<file path="config.mk">
export PLATFORM = sky130hd
export DESIGN_NAME = multi_mode_crc_engine_unit
export DESIGN_NICKNAME = d
export VERILOG_FILES = /design/src/rtl/core/mmcrc_pkg.sv /design/src/rtl/core/mmcrc_fold.sv /design/src/rtl/core/mmcrc_out_reg.sv /design/src/rtl/core/multi_mode_crc_engine_unit.sv
export SDC_FILE = /design/constraint.sdc
export NUM_CORES = 1
export LEC_CHECK = 0
export ABC_AREA = 1
export BUFFER_PORTS_ARGS = -buffer_cell sky130_fd_sc_hd__buf_2
export CAP_MARGIN = 20
export CORE_ASPECT_RATIO = 1.5
export CORE_UTILIZATION = 40
export CTS_CLUSTER_DIAMETER = 120
export DETAILED_ROUTE_END_ITERATION = 7
export PLACE_DENSITY = 0.54
export RECOVER_POWER = 100
export SLEW_MARGIN = 20
export SYNTH_ARGS = -nofsm -noshare
export SYNTH_HDL_FRONTEND = slang
export SYNTH_SLANG_ARGS = --single-unit
</file>
<file path="constraint.sdc">
create_clock -name clk -period 3.44 [get_ports clk]
set_input_delay 0.344 -clock clk [delete_from_list [all_inputs] [get_ports clk]]
set_output_delay 0.344 -clock clk [all_outputs]
set_load 0.03 [all_outputs]
</file>
<file path="src/rtl/core/mmcrc_pkg.sv">
// ----------------------------------------------------------------------------
// mmcrc_pkg
// Shared types and constants of the multi-mode CRC engine.
// ----------------------------------------------------------------------------
package mmcrc_pkg;

	typedef enum logic [1:0] {
		MODE_CRC16  = 2'd0,
		MODE_CCITT  = 2'd1,
		MODE_KERMIT = 2'd2,
		MODE_CRC32  = 2'd3
	} crc_mode_t;

	localparam int unsigned CRC_W = 32;

	localparam logic [15:0] POLY_CRC16  = 16'hA001;
	localparam logic [15:0] POLY_CCITT  = 16'h1021;
	localparam logic [15:0] POLY_KERMIT = 16'h8408;
	localparam logic [31:0] POLY_CRC32  = 32'hEDB88320;
	localparam logic [31:0] INIT_CRC32  = 32'hFFFFFFFF;

	function automatic logic [CRC_W-1:0] mode_init(input crc_mode_t mode);
		return (mode == MODE_CRC32) ? INIT_CRC32 : '0;
	endfunction

endpackage

</file>
<file path="src/rtl/core/mmcrc_fold.sv">
// ----------------------------------------------------------------------------
// mmcrc_fold
// Folds one byte into the CRC register, all eight bit steps unrolled.
// ----------------------------------------------------------------------------
module mmcrc_fold (
	input  mmcrc_pkg::crc_mode_t        mode,
	input  logic                        start_message,
	input  logic [7:0]                  data_byte,
	input  logic [mmcrc_pkg::CRC_W-1:0] crc,
	output logic [mmcrc_pkg::CRC_W-1:0] crc_next,
	output logic [mmcrc_pkg::CRC_W-1:0] checksum
);
	import mmcrc_pkg::*;

	function automatic logic [31:0] fold_refl(input logic [31:0] r, input logic [7:0] b,
	                                          input logic [31:0] poly);
		logic [31:0] v;
		v = r ^ {24'd0, b};
		for (int k = 0; k < 8; k++) begin
			v = v[0] ? ((v >> 1) ^ poly) : (v >> 1);
		end
		return v;
	endfunction

	function automatic logic [15:0] fold_msb(input logic [15:0] r, input logic [7:0] b,
	                                         input logic [15:0] poly);
		logic [15:0] v;
		v = r ^ {b, 8'd0};
		for (int k = 0; k < 8; k++) begin
			v = v[15] ? ((v << 1) ^ poly) : (v << 1);
		end
		return v;
	endfunction

	logic [CRC_W-1:0] crc_cur;
	logic [15:0]      low_cur;

	assign crc_cur = start_message ? mode_init(mode) : crc;
	assign low_cur = crc_cur[15:0];

	// A reflected fold only shifts right, so a 16-bit value keeps clear upper bits.
	always_comb begin
		unique case (mode)
			MODE_CRC16: begin
				crc_next = fold_refl({16'd0, low_cur}, data_byte, {16'd0, POLY_CRC16});
			end
			MODE_CCITT: begin
				crc_next = {16'd0, fold_msb(low_cur, data_byte, POLY_CCITT)};
			end
			MODE_KERMIT: begin
				crc_next = fold_refl({16'd0, low_cur}, data_byte, {16'd0, POLY_KERMIT});
			end
			MODE_CRC32: begin
				crc_next = fold_refl(crc_cur, data_byte, POLY_CRC32);
			end
			default: begin
				crc_next = '0;
			end
		endcase
	end

	// CRC-32 is reported inverted; the 16-bit modes already have clear upper bits.
	assign checksum = (mode == MODE_CRC32) ? ~crc_next : crc_next;

endmodule

</file>
<file path="src/rtl/core/mmcrc_out_reg.sv">
// ----------------------------------------------------------------------------
// mmcrc_out_reg
// Result register that holds one checksum word until the sink takes it.
// ----------------------------------------------------------------------------
module mmcrc_out_reg (
	input  logic                        clk,
	input  logic                        arst_n,
	input  logic                        push,
	input  logic [mmcrc_pkg::CRC_W-1:0] push_data,
	output logic                        can_push,
	output logic                        out_valid,
	input  logic                        out_stall,
	output logic [mmcrc_pkg::CRC_W-1:0] checksum
);
	import mmcrc_pkg::*;

	logic             valid_q;
	logic [CRC_W-1:0] data_q;

	// The register frees up in the same cycle its word is taken.
	assign can_push  = !valid_q || !out_stall;
	assign out_valid = valid_q;
	assign checksum  = data_q;

	always_ff @(posedge clk or negedge arst_n) begin
		if (!arst_n) begin
			valid_q <= 1'b0;
		end else if (can_push) begin
			valid_q <= push;
		end
	end

	always_ff @(posedge clk) begin
		if (push && can_push) begin
			data_q <= push_data;
		end
	end

endmodule

</file>
<file path="src/rtl/core/multi_mode_crc_engine_unit.sv">
// ----------------------------------------------------------------------------
// multi_mode_crc_engine_unit
// Byte-wide CRC engine for CRC-16, CCITT, Kermit and CRC-32.
// ----------------------------------------------------------------------------
// One message byte is accepted per cycle, unless a chunk-end byte is waiting
// on a full result register whose word the sink is stalling. A byte is
// registered on input, then folded into the running CRC by the unrolled
// eight-step update as it leaves that register, which also loads the result
// register, so a checksum passes the input and result registers before it
// reaches the output. The loop through the CRC register sets the rate. A
// word with start_message set reloads the mode's initial value first.
// Writing crc_mode reloads the CRC register too; write it only while idle.
module multi_mode_crc_engine_unit (
	input  logic                        clk,
	input  logic                        arst_n,
	input  logic                        crc_mode_valid,
	output logic                        crc_mode_ready,
	input  logic [1:0]                  crc_mode,
	input  logic                        in_valid,
	output logic                        in_stall,
	input  logic [7:0]                  data_byte,
	input  logic                        start_message,
	input  logic                        end_of_chunk,
	output logic                        out_valid,
	input  logic                        out_stall,
	output logic [mmcrc_pkg::CRC_W-1:0] checksum
);
	import mmcrc_pkg::*;

	crc_mode_t        mode_q;
	logic [CRC_W-1:0] crc_q;

	logic             valid_s1;
	logic [7:0]       byte_s1;
	logic             start_s1;
	logic             end_s1;

	logic [CRC_W-1:0] crc_next;
	logic [CRC_W-1:0] sum_next;
	logic             can_push;
	logic             adv_s1;
	logic             load_s1;

	assign crc_mode_ready = 1'b1;

	// A word without end_of_chunk never waits on the output side.
	assign adv_s1   = valid_s1 && (!end_s1 || can_push);
	assign in_stall = valid_s1 && !adv_s1;
	assign load_s1  = in_valid && !in_stall;

	always_ff @(posedge clk or negedge arst_n) begin
		if (!arst_n) begin
			valid_s1 <= 1'b0;
		end else if (!in_stall) begin
			valid_s1 <= in_valid;
		end
	end

	always_ff @(posedge clk) begin
		if (load_s1) begin
			byte_s1  <= data_byte;
			start_s1 <= start_message;
			end_s1   <= end_of_chunk;
		end
	end

	always_ff @(posedge clk or negedge arst_n) begin
		if (!arst_n) begin
			mode_q <= MODE_CRC16;
			crc_q  <= mode_init(MODE_CRC16);
		end else if (crc_mode_valid) begin
			mode_q <= crc_mode_t'(crc_mode);
			crc_q  <= mode_init(crc_mode_t'(crc_mode));
		end else if (adv_s1) begin
			crc_q <= crc_next;
		end
	end

	mmcrc_fold u_fold (
		.mode          (mode_q),
		.start_message (start_s1),
		.data_byte     (byte_s1),
		.crc           (crc_q),
		.crc_next      (crc_next),
		.checksum      (sum_next)
	);

	mmcrc_out_reg u_out (
		.clk       (clk),
		.arst_n    (arst_n),
		.push      (adv_s1 && end_s1),
		.push_data (sum_next),
		.can_push  (can_push),
		.out_valid (out_valid),
		.out_stall (out_stall),
		.checksum  (checksum)
	);

endmodule
</file>
==> results by group <==
Critical path
  – Crit path largest cell delay: 0.78 ns
  – Critical Path Sink Type: register
  – CP Class: register to register
  – CP bufs+invs: 2
  – Arrival time worst endpoint: 3.16 ns
  – Largest delay share family, worst path: buffers and inverters
  – Startpoint type of the worst setup path: register
  – Slowest stage cell on the critical path: inv_1
  – Reg-to-reg slack, setup: 0.34 ns
  – Worst path cell trace: nand2_8, clkbuf_2, inv_1, nand3_1, nand4_1, o21ai_0, xor2_1
  – CP required: 3.50 ns
  – CP max FO: 32

Clock tree
  – Number of H-tree levels: 3
  – Post-CTS setup buffers: 0
  – Total CTS buffers: 9
  – Resized cells post-CTS: 0
  – CTS Sinks: 78
  – Clock tree root driver cell: clkbuf_16
  – CTS tree: done
  – Clock Latency Late Sink: 0.35 ns
  – Hold_buf cts: 0
  – Longest Clk Path Bufs: 2
  – Clk pin slew, worst setup/hold paths: 0.07 ns

Floorplan
  – # rows: 51
  – DIE AREA: 0.0136 mm^2
  – Ports: 52
  – Core area: 0.0129 mm^2
  – Initial core utilization: 40.8%
  – Die height: 143 um
  – Die X: 95.7 um

Yosys
  – Number of flops mapped to enable cells by yosys: 42
  – Seq/Total Area, Yosys: 41.1%
  – Post-synth top flop: edfxtp_1
  – Cells after synthesis: 656
  – Yosys cell types: 41
  – Synthesized area: 0.00527 mm^2
  – Seq cells post-synth: 78
  – Mapped Avg Cell Area: 8.03 um^2
  – Syn Nets: 673
  – Ys async rst share: 46.2%
  – Yosys Warn Count: 0

Pwr
  – Power per cell area: 655 mW/mm^2
  – Lkg Pwr: 2.63 nW
  – Peak VDD IR: 0.000277 V

STA
  – Final Hold Viols: 0
  – Max Slew Vio Count: 70
  – Setup violators final: 0
  – Relative slew slack: -44.2%
  – Fmax achieved: 0.323 GHz
  – RSZ-0062 raised after global routing: false
  – Setup TNS: 0 ns
  – Crit path time final: 3.10 ns
  – Final period util: 90.1%
  – Worst-Margin Slew: 2.16 ns
  – Clock skew: 0.00696 ns

Layout
  – Diode count: 0
  – Area grow syn2layout: 13.1%
  – Final core occ: 46.2%
  – Share of cells above drive strength 1: 11.7%
  – Post-route cell area: 0.00596 mm^2
  – Final layout net count: 724

Job
  – Max-cap violations: 2

Drt
  – DRT Wirelength: 18.7 mm
  – Vias: 4770
  – Antenna viol nets, final: 0
  – 1st-iter DRT viols: 324
  – DRC Markers: 0
  – Avg WL per Cell: 21.5 um
  – Via density: 5.48
  – 1st-pass router iterations: 5

Global routing
  – Initial antenna violation count: 0
  – Final global-route overflow total: 0
  – Largest net degree at the start of global routing: 37
  – Total GRT Usage: 29.1%
  – Vias in the first global route: 4634
  – First-pass GRT wire length: 27.8 mm

Placement
  – Routability cong.: 0.924
  – Dpl cell area: 0.00571 mm^2
  – Port bufs: 50
  – DP Wirelength: 14.3 mm

Worst hold path
  – Hold WC Path Type: input port to register

Run status
  – Status: complete, but fails checks
  – Failing checks: max-capacitance violations, max-slew violations
-- final cells by class --
| type | instances | area (um^2) |
|---|---|---|
| tap | 159 | 199 |
| fill | 1357 | 6930 |
| timing repair buffer | 66 | 313 |
| inverter | 60 | 225 |
| clock inverter | 6 | 92.6 |
| multi-input combinational | 492 | 2730 |
| sequential | 78 | 2160 |
| clock buffer | 10 | 239 |
-- synth_stat cells (2+ instances only) --
cell type / number / area (um^2)
xor2_4: 2 / 55.1
edfxtp_1: 42 / 1260
nor2_1: 55 / 206
a31oi_1: 3 / 18.8
clkinv_1: 4 / 15.0
inv_2: 5 / 18.8
o21ai_0: 27 / 135
xor2_1: 54 / 473
a21oi_1: 38 / 190
buf_1: 2 / 7.51
a22oi_1: 9 / 67.6
nand2_1: 155 / 582
nand4_1: 5 / 31.3
nand2_4: 2 / 22.5
dfrtp_1: 36 / 901
xnor2_1: 13 / 114
o21ai_2: 7 / 61.3
xnor2_2: 2 / 32.5
inv_1: 51 / 191
buf_6: 3 / 33.8
clkbuf_1: 17 / 63.8
or2_1: 3 / 18.8
buf_2: 3 / 15.0
o211ai_1: 3 / 22.5
or2_2: 4 / 25.0
nand2_2: 10 / 62.6
o21ai_1: 11 / 55.1
nand3_1: 73 / 365
xor2_2: 5 / 81.3
-- metrics by stage --
stage | worst slack, ns | hold slack, ns | total power, W | std cells
floorplan | 1.04 | 0.0484 | 0.00235 | 656
global placement | 0.271 | 0.485 | 0.00287 | 855
detailed placement | 0.231 | 0.484 | 0.00287 | 855
CTS | 0.215 | 0.165 | 0.00395 | 871
global route | 0.0983 | 0.167 | 0.00411 | 871
finish | 0.340 | 0.169 | 0.00390 | 871
-- power by group --
part / internal, W / total (W) / switching, W
clock network: 0.000661 / 0.00109 / 0.000428
registers: 0.00113 / 0.00121 / 0.0000786
logic: 0.000479 / 0.00160 / 0.00112
-- registers in the layout, indices dropped and copies added (netlist names) --
name and cells:
byte_s1 8, start_s1 1, u_out.checksum 32, end_s1 1
crc_q 32, valid_s1 1, mode_q 2, u_out.out_valid 1
-- worst paths after layout --
check                             start           endpoint  cells past startpoint
max                           mode_q[0]  u_out.checksum[9]                      7
max reg2reg                   mode_q[0]  u_out.checksum[9]                      7
min in group asynchronous        arst_n           valid_s1                      1
max in group asynchronous        arst_n          crc_q[31]                      1
min                        end_of_chunk             end_s1                      1
min reg2reg                      end_s1    u_out.out_valid                      2
-- metal layers --
metal | track usage, % | up-vias | share of wire, % | wire length, um
li1 | - | 2254 | - | -
met1 | 33.3 | 2282 | 39 | 7350
met2 | 48.9 | 171 | 49 | 9190
met3 | 3.90 | 63 | 4.0 | 746
met4 | 20.8 | 0 | 7.8 | 1460
met5 | 0 | - | 0 | 0
-- layout by cell type (no fill, tap or decap), types with 3 or more instances in the layout --
cell type / count
xnor2_1: 14
buf_2: 15
nor2_1: 55
clkinv_1: 5
o21ai_1: 6
clkbuf_1: 38
o211ai_1: 3
xor2_2: 4
nand2_2: 10
or2_1: 3
inv_1: 51
or2_2: 4
inv_2: 4
buf_4: 12
clkbuf_16: 9
xor2_1: 55
nand4_1: 5
edfxtp_1: 42
nand3_1: 74
o21ai_2: 7
o21ai_0: 32
nand2_1: 155
a21oi_1: 38
dfrtp_1: 36
a22oi_1: 9
-- worst register-to-register path, delay by kind of cell, from the launching register on --
| family | cells | cell delay (ns) |
|---|---|---|
| buf+inv | 2 | 1.28 |
| simple gates | 3 | 0.60 |
| flops | 1 | 0.60 |
| compound gates | 1 | 0.17 |
| xor+xnor | 1 | 0.17 |
-- cell families after synthesis --
kind of cell              share of synthesized area (%)
AOI/OAI and AO/OA                                  11.2
DFF                                                41.1
other                                            0.0712
xor gates and xnor gates                           14.9
buffers and inverters                              6.70
and+or+nand+nor                                    26.1
Note: power is estimated with default switching activity, not from simulation.
